## config.mk

```make
export PLATFORM = sky130hd
export DESIGN_NAME = gmwd_ram
export DESIGN_NICKNAME = d
export VERILOG_FILES = /design/src/grid_mark_weighted_dilation_macros.svh /design/src/gmwd_ram.sv
export SDC_FILE = /design/constraint.sdc
export NUM_CORES = 1
export LEC_CHECK = 0
export BUFFER_PORTS_ARGS = -buffer_cell sky130_fd_sc_hd__buf_2
export CAP_MARGIN = 30
export CORE_ASPECT_RATIO = 1.1
export CORE_MARGIN = 8
export CORE_UTILIZATION = 40
export CTS_BUF_LIST = sky130_fd_sc_hd__clkbuf_4
export CTS_CLUSTER_SIZE = 20
export DETAILED_ROUTE_END_ITERATION = 10
export PLACE_DENSITY = 0.65
export SYNTH_ARGS = -nofsm -noshare
export SYNTH_HDL_FRONTEND = slang
export SYNTH_SLANG_ARGS = --single-unit
export TNS_END_PERCENT = 30
```

## constraint.sdc

```tcl
create_clock -name clk -period 3.62 [get_ports clk]
set_input_delay 0.362 -clock clk [delete_from_list [all_inputs] [get_ports clk]]
set_output_delay 0.362 -clock clk [all_outputs]
set_load 0.02 [all_outputs]
```

## src/grid_mark_weighted_dilation_macros.svh

```systemverilog
// ----------------------------------------------------------------------------
// Assertion macros for the occupancy grid block
// Shared forms of the concurrent checks used at the end of the top level.
// ----------------------------------------------------------------------------
`ifndef GRID_MARK_WEIGHTED_DILATION_MACROS_SVH
`define GRID_MARK_WEIGHTED_DILATION_MACROS_SVH

// The consequent must hold in the same cycle as the antecedent.
`define GMWD_ASSERT_IMPLY(label, ante, cons, msg) \
  label: assert property (@(posedge clk) disable iff (rst) (ante) |-> (cons)) \
    else $error(msg);

// The consequent must hold in the cycle after the antecedent.
`define GMWD_ASSERT_NEXT(label, ante, cons, msg) \
  label: assert property (@(posedge clk) disable iff (rst) (ante) |=> (cons)) \
    else $error(msg);

`endif

```

## src/gmwd_ram.sv

```systemverilog
// ----------------------------------------------------------------------------
// Generic RAM
// One write port and one read port, read data registered.
// ----------------------------------------------------------------------------
module gmwd_ram #(
  parameter int WIDTH = 8,
  parameter int DEPTH = 16
) (
  input  logic                     clk,
  input  logic                     wr_en,
  input  logic [$clog2(DEPTH)-1:0] wr_addr,
  input  logic [WIDTH-1:0]         wr_data,
  input  logic                     rd_en,
  input  logic [$clog2(DEPTH)-1:0] rd_addr,
  output logic [WIDTH-1:0]         rd_data
);

  logic [WIDTH-1:0] mem [DEPTH];

  always_ff @(posedge clk) begin
    if (wr_en) begin
      mem[wr_addr] <= wr_data;
    end
    if (rd_en) begin
      rd_data <= mem[rd_addr];
    end
  end

endmodule

```

==> results, run 1 <==
- Compared with the post-synthesis result, the final layout area differs by 12.4%.
- By count the netlist is led by edfxtp_1 (136), mux4_2 (18), a22oi_1 (16).
- The count of nets left with antenna violations once routing finished came out at 0.
- The final-stage net count is 289.
- The via count of the routed design is 2,396.
- The post-route minimum period is 1740 ps.
- The cell type contributing the most total cell area after synthesis is edfxtp_1.
- The max-slew violation count is 0.
- Between clock sinks in the finished design, the worst skew comes to 22.1 ps.
- The initial antenna violation count is 0.
- The area of the die is 17,000 um2.
- Overall power consumption after layout is estimated at 3.11 mW.
- Buffers inserted to repair hold after CTS numbered 0.
- The clock sink count is 136.
- The post-route netlist has 29.3% of its cells at a drive strength greater than 1.
- The die is 125 um wide.
- The largest voltage drop on the vdd net is 300 uV.
- The buffer depth of the longest clock path is 2.
- The total net switching power is 657 uW.
- The clock tree synthesis step divided the H-tree into 4 levels.
- For this run, the leading register cell type out of synthesis is edfxtp_1.
- Input and output buffers added on the ports amount to 26.
- The final-layout worst hold slack is 170 ps.
- At the worst endpoint, the arrival time is 2030 ps.
- The floorplan has 44 rows.
- Timing would allow up to 574 MHz.
- The critical path is of the input pin to flop type.
- The critical path startpoint category is an input pin.
- The number of nets in the synthesized netlist is 248.
- The flow ran to the end, and the final reports show no timing, DRC or antenna violations.
- For this run, design rule violations remaining after detail routing come to 0.
- In this run, synthesis inferred 136 flip-flops with an integrated enable.
- The critical path data required time is 3910 ps.
- The share of power burned in combinational logic is 5.2%.
- The average cell area after synthesis is 22.8 um2.
- After detailed routing, the number of vias per cell comes to 5.38.
- In this run switching power makes up 21.1% of total power.
- Registers take 4080 um2.
- During synthesis, Yosys emitted a total of 0 warnings.
- Setup violations remaining at the end of the flow were counted as 0.
- Sequential cells account for 57.2% of the total power.
- Global routing finished with a remaining overflow of 0.
- Clock-pin slew was measured on the worst setup and hold paths at 130 ps.
- Measured along the y axis, the die boundary spans 136 um.
- In the final timing run, aggregate negative setup slack is 0 ps.
- The worst slew margin relative to its limit is 37.3%.
- The core region is 13,000 um2.
- In this run the power density over the cells is 529 nW/um2.
- Max-cap violations in this run came to 0.
- The final HPWL from detailed placement is 6.29 mm.
- OpenSTA, run right after detailed placement, puts the worst setup slack at 1230 ps.
- The detailed router finished its first iteration with 203 violations.
- The slack of the worst reg-to-reg path is 2110 ps.
- After clock tree synthesis, the repair step resized 0 gates.
- The starting utilization of the core area is 40.2%.
- In the post-synthesis netlist, the cell with the most instances is edfxtp_1.
- The final worst-path cycle share is 48.1%.
- Setup slack closes at 1880 ps.
- Counting the fill cells in the layout gives 1,113.
- The reported leakage power is 1.91 nW.
- The class of the tightest hold or removal check is input pin to flop.
- The top-level I/O count is 27.
- Entering global routing, the biggest net connects 33 pins.
- The pre-antenna-repair detailed-routing pass consisted of 4 iterations.
- The cell count after synthesis came out at 229.
- The total global-route track usage is 12.5%.
- Yosys attributes the largest share of cell area to edfxtp_1 (78%), mux4_2 (7.8%), mux4_1 (7.0%).
- Counting the buffers created by CTS gives 17.
- The type of destination of the critical path is a flop.
- Counting flops with an async set or reset pin after synthesis yields a share of 0%.
- At the pin with the least slew margin, the transition time is 937 ps.
- The share of the Yosys chip area taken by registers is 78.1%.
- The CTS root buffer is clkbuf_4.
- The internal power is 2.45 mW.
- The area of combinational cells with multiple inputs is 1060 um2.
- Setup repair after global routing left no endpoint under its margin.
- Of all nets on the critical path, the largest fanout is 13.
- The final layout contains routed wiring with a total length of 9.86 mm.
- The first global-routing pass estimated 15.2 mm of wire.
- At the later pin of the worst-skew pair, clock insertion delay measures 540 ps.
- The netlist area before placement is 5230 um2.
- Once the clock tree was built, the setup fixing pass inserted 0 buffers.
- The routability congestion estimate from global placement is 0.705.
- The distinct cell type count after synthesis is 18.
- The synthesized flop and latch total is 136.
- The CTS tree is yes.
- The clock share of power is 37.6%.
- Dividing the detail-routed wire length by the instance count gives 22.2 um.
- The number of global-route vias before repair is 2,612.
- Summed over its instances, the top area cell type makes up 78.1% of the synthesized netlist area.
- The final-report hold violation count came to 0.
sequential cells by signal, indices dropped and copies added, names as in the netlist:
name     flops
rd_data      8
mem        128
placed cells by master, fill, tap and decap left out:
cell / count
nor2_1: 13
clkinv_2: 1
nand3_1: 1
or3b_2: 1
mux4_1: 14
edfxtp_1: 136
mux4_2: 18
buf_4: 6
bufinv_16: 5
nand2_1: 9
nor3_1: 4
nor2b_1: 1
diode_2: 1
nand2b_1: 2
a22oi_1: 16
buf_2: 26
clkbuf_4: 17
clkinvlp_4: 5
nand3b_1: 2
and2_1: 1
and2b_1: 1
clkinv_4: 4
final cells by class:
cell class	instances	area share, %
timing repair buffer	32	2.98
clock inverter	15	3.88
tap	161	3.43
sequential	136	69.5
antenna	1	0.0426
clock buffer	17	2.17
multi-input combinational	83	18.0
final timing paths:
path / from / endpoint / depth (start not counted)
max: rd_addr[0] / rd_data[3]$_DFFE_PP_ / 5
min: rd_en / rd_data[6]$_DFFE_PP_ / 1
max reg2reg: mem[9][4]$_DFFE_PP_ / rd_data[4]$_DFFE_PP_ / 3
min reg2reg: mem[12][1]$_DFFE_PP_ / rd_data[1]$_DFFE_PP_ / 3
worst max-delay path: stages:
cell and delay [ps]:
buf_2 360, buf_4 340, mux4_1 590, a22oi_1 290, nand2_1 90
cell families (layout without fill, tap and decap cells):
group	count (synthesis)	count (layout)	synth area share, %
other cells	0	1	0
mux	32	32	14.8
flops	136	136	78.1
compound gates	16	16	2.30
simple gates	35	35	3.14
buf+inv	10	64	1.65
per-layer routing:
| layer | part of all wire (%) | vias up | wire length (um) | track usage, % |
|---|---|---|---|---|
| met5 | 0 | - | 0 | 0 |
| met4 | 1.3 | 0 | 125 | 4.87 |
| met3 | 8.5 | 11 | 837 | 4.28 |
| met2 | 50 | 87 | 4910 | 20.1 |
| met1 | 40 | 1229 | 3990 | 15.4 |
| li1 | - | 1069 | - | - |
power groups by stage:
stage	clock network [mW]	registers (mW)	logic, mW
5_1_grt	1.26	1.78	0.178
2_1_floorplan	0	1.82	0.0895
4_1_cts	1.19	1.78	0.166
3_3_place_gp	0	1.81	0.161
6_report	1.17	1.78	0.162
3_5_place_dp	0	1.82	0.165
stage by stage:
stage / instances / utilization, % / cell area, um2
2_1_floorplan: 229 / - / 5230
3_3_place_gp: 412 / 42.5 / 5520
3_5_place_dp: 412 / 42.5 / 5520
4_1_cts: 444 / 45.2 / 5870
5_1_grt: 444 / 45.2 / 5870
6_report: 445 / 45.2 / 5880
Power figures use the tool's default switching activity.
==> run 2, diff against run 1 <==
==> constraint.sdc (replaced) <==
create_clock -name clk -period 1.65 [get_ports clk]
set_input_delay 0.165 -clock clk [delete_from_list [all_inputs] [get_ports clk]]
set_output_delay 0.165 -clock clk [all_outputs]
set_load 0.02 [all_outputs]
==> run 2 against run 1 <==
Net effect:
- die area did not move
- non-clock buffer count rose by 26
- sequential cell count stayed put
- clock power is 110% higher
- first-iteration DRC count down 3.0%
- power grew 120%
- sequential power increased by 120%
- clock skew fell by 8.0 ps
- setup slack got worse by 1700 ps
- count of clock-buffer cells in the layout unchanged
- critical endpoint is now rd_data[1]$_DFFE_PP_
- via count rose by 3.2%
==> results, run 2 (synthesis gave the netlist of run 1 again) <==
- The internal power is 5.40 mW (+120%).
- The overflow left after global routing is 0 (unchanged).
- The initial antenna violation count is 0 (unchanged).
- The total net switching power came to 1.36 mW (+110%).
- The final-report hold violation count is 0 (unchanged).
- The clock-pin slew reported for the worst setup and hold paths after clock tree synthesis came to 110 ps (-20 ps).
- The total cell area at the placement stage is 5720 um2 (+3.7%).
- The via count of the routed design came to 2,472 (+3.2%).
- The number of diodes was 0 (-1).
- The number of flip-flops under the largest register name was 128 (unchanged).
- The number of global-route vias before repair is 2,612 (unchanged).
- The worst clock skew came to 14.0 ps (-8.04 ps).
- The post-route total power is 6.76 mW (+120%).
- The post-CTS setup buffer count is 0 (unchanged).
- The count of standard-cell rows is 44 (unchanged).
- The final-stage net count is 315 (+9.0%).
- The clock share of power is 36.4% (-1.2 points).
- The remaining number of nets flagged by the antenna check after routing is 0 (unchanged).
- The count of buffers from port buffering is 26 (unchanged).
- The fraction of power spent switching nets was 20.1% (-1.0 points).
- The max-slew violation count is 0 (unchanged).
- In the finished design, the share of the clock period the worst path needs comes to 90.5%.
- The total global-route track usage is 11.6% (-0.92 points).
- The reported leakage power was 2.07 nW (+8.3%).
- The number of setup violations in the final report was 0 (unchanged).
- The critical path is of the flop to flop type.
- Ranked by flip-flop count, first place goes to mem.
- The ratio of total power to cell area is 1100 nW/um2 (+110%).
- The highest clock frequency the design can meet is 670 MHz.
- In this run the clock root is driven by a clkbuf_4.
- The area of the placeable core was 13,000 um2 (unchanged).
- The global-route wire length before repair is 14.4 mm (-4.8%).
- The buffer depth of the longest clock path came to 2 (unchanged).
- The share of power burned in combinational logic came to 5.9% (+0.7 points).
- The top-level I/O count is 27 (unchanged).
- The share of final-layout standard cells stronger than drive strength 1 is 32.4% (+3.0 points).
- The most common cell after layout, fill and taps aside is edfxtp_1.
- The total of max-cap violations is 0 (unchanged).
- The flow ran to the end, and the final reports show no timing, DRC or antenna violations.
- The maximum number of pins on one net before global-route repair is 22 (-33%).
- Subtracting the final worst setup slack from the clock period gives 1490 ps.
- The critical path arrival is 1730 ps (-300 ps).
- The CTS buffer count is 17 (unchanged).
- The H-tree depth came to 4 (unchanged).
- The worst slew margin relative to its limit is 72.1% (+35 points).
- The critical path data required time is 1890 ps (-2020 ps).
- The average wire per standard cell came to 19.8 um (-11%).
- The starting utilization of the core area came to 40.2% (unchanged).
- The sequential share of power is 57.7% (+0.5 points).
- The largest fanout on the critical path came to 1 (-12).
- The die outline height is 136 um (unchanged).
- The overall routed net length is 9.31 mm (-5.6%).
- The clock sink count is 136 (unchanged).
- The class of the tightest hold or removal check is input pin to flop.
- The CTS tree is yes.
- STA classifies the critical path startpoint as a flop.
- Setup repair after global routing left no endpoint under its margin.
- The routability congestion estimate from global placement was 0.729 (+3.5%).
- The final HPWL from detailed placement is 6.25 mm (-0.60%).
- The ratio of routed vias to standard cells is 5.26 (-2.3%).
- The number of inserted filler cells in the final layout is 1,079 (-3.1%).
- The largest voltage drop on the vdd net came to 520 uV (+73%).
- The type of destination of the critical path is a flop.
- The post-layout instance area is 6130 um2 (+4.4%).
- The DRC violation count after routing is 0 (unchanged).
- The first-pass iteration count of the detailed router is 4 (unchanged).
- Relative to the synthesized area, the layout overhead comes to 17.4%.
- The area of the die came to 17,000 um2 (unchanged).
- In the layout the commonest cells are edfxtp_1 (136), buf_2 (26), buf_4 (19), mux4_2 (18), clkbuf_4 (17).
- The transition time at the pin with the least slew margin came to 419 ps (-518 ps).
- The starting DRC count in detailed routing is 197 (-3.0%).
- In the final layout, the registers with the most flip-flops are mem: 128 flops, rd_data: 8 flops.
- The insertion delay to the later sink of the worst-skew pair is 490 ps (-50 ps).
- The overall die width came to 125 um (unchanged).
==> run 2: cell type report <==
type                            instances  area, um2  share of cell area [%]
Sequential cell                       136       4080                    66.6
Multi-Input combinational cell         83       1060                    17.3
Timing Repair Buffer                   58        453                    7.38
Clock inverter                         15        206                    3.37
Tap cell                              161        201                    3.28
Clock buffer                           17        128                    2.08
==> run 2: power by group through the flow <==
stage / logic (mW) / registers, mW / clock network, mW
finish: 0.400 / 3.91 / 2.46
global route: 0.435 / 3.91 / 2.65
CTS: 0.405 / 3.91 / 2.51
detailed placement: 0.391 / 3.99 / 0
global placement: 0.384 / 3.98 / 0
floorplan: 0.197 / 4.00 / 0
==> run 2: timing repair <==
action / 4_1_cts / 5_1_grt
endpoints found under the setup margin: 0 / 0
gates resized for setup: 0 / 0
hold buffers: 7 / 1
endpoints found under the hold margin: 37 / 3
==> run 2: final timing paths <==
kind	to	depth (start not counted)	slack [ps]	start
setup / recovery	rd_data[1]$_DFFE_PP_	3	160	mem[9][1]$_DFFE_PP_
hold / removal	mem[0][1]$_DFFE_PP_	1	70	wr_data[1]
setup reg to reg	rd_data[1]$_DFFE_PP_	3	160	mem[9][1]$_DFFE_PP_
hold reg to reg	rd_data[2]$_DFFE_PP_	3	770	mem[13][2]$_DFFE_PP_
==> run 2: layer usage <==
layer  routed length (um)  vias up  share of wire [%]  global-route usage, %
met2                 4720       78                 51                   19.9
met1                 3880     1266                 42                   13.7
met5                    0        -                  0                      0
met4                   93        0                1.0                   3.66
met3                  613        9                6.6                   3.69
li1                     -     1119                  -                      -
==> run 2: worst max-delay path, cell delays in order (launching register included) <==
cell      delay (ps)
edfxtp_1         370
mux4_1           500
a22oi_1          290
nand2_1           80
==> run 2: per-stage QoR <==
stage / util [%] / setup slack (ps) / TNS (ps) / instances / hold slack (ps)
2_1_floorplan: - / 203 / 0 / 229 / 264
3_3_place_gp: 44.0 / -74.2 / -144 / 430 / 545
3_5_place_dp: 44.0 / -87.7 / -168 / 430 / 542
4_1_cts: 47.1 / 147 / 0 / 469 / 4.88
5_1_grt: 47.2 / 66.5 / 0 / 470 / 5.68
6_report: 47.2 / 157 / 0 / 470 / 65.2
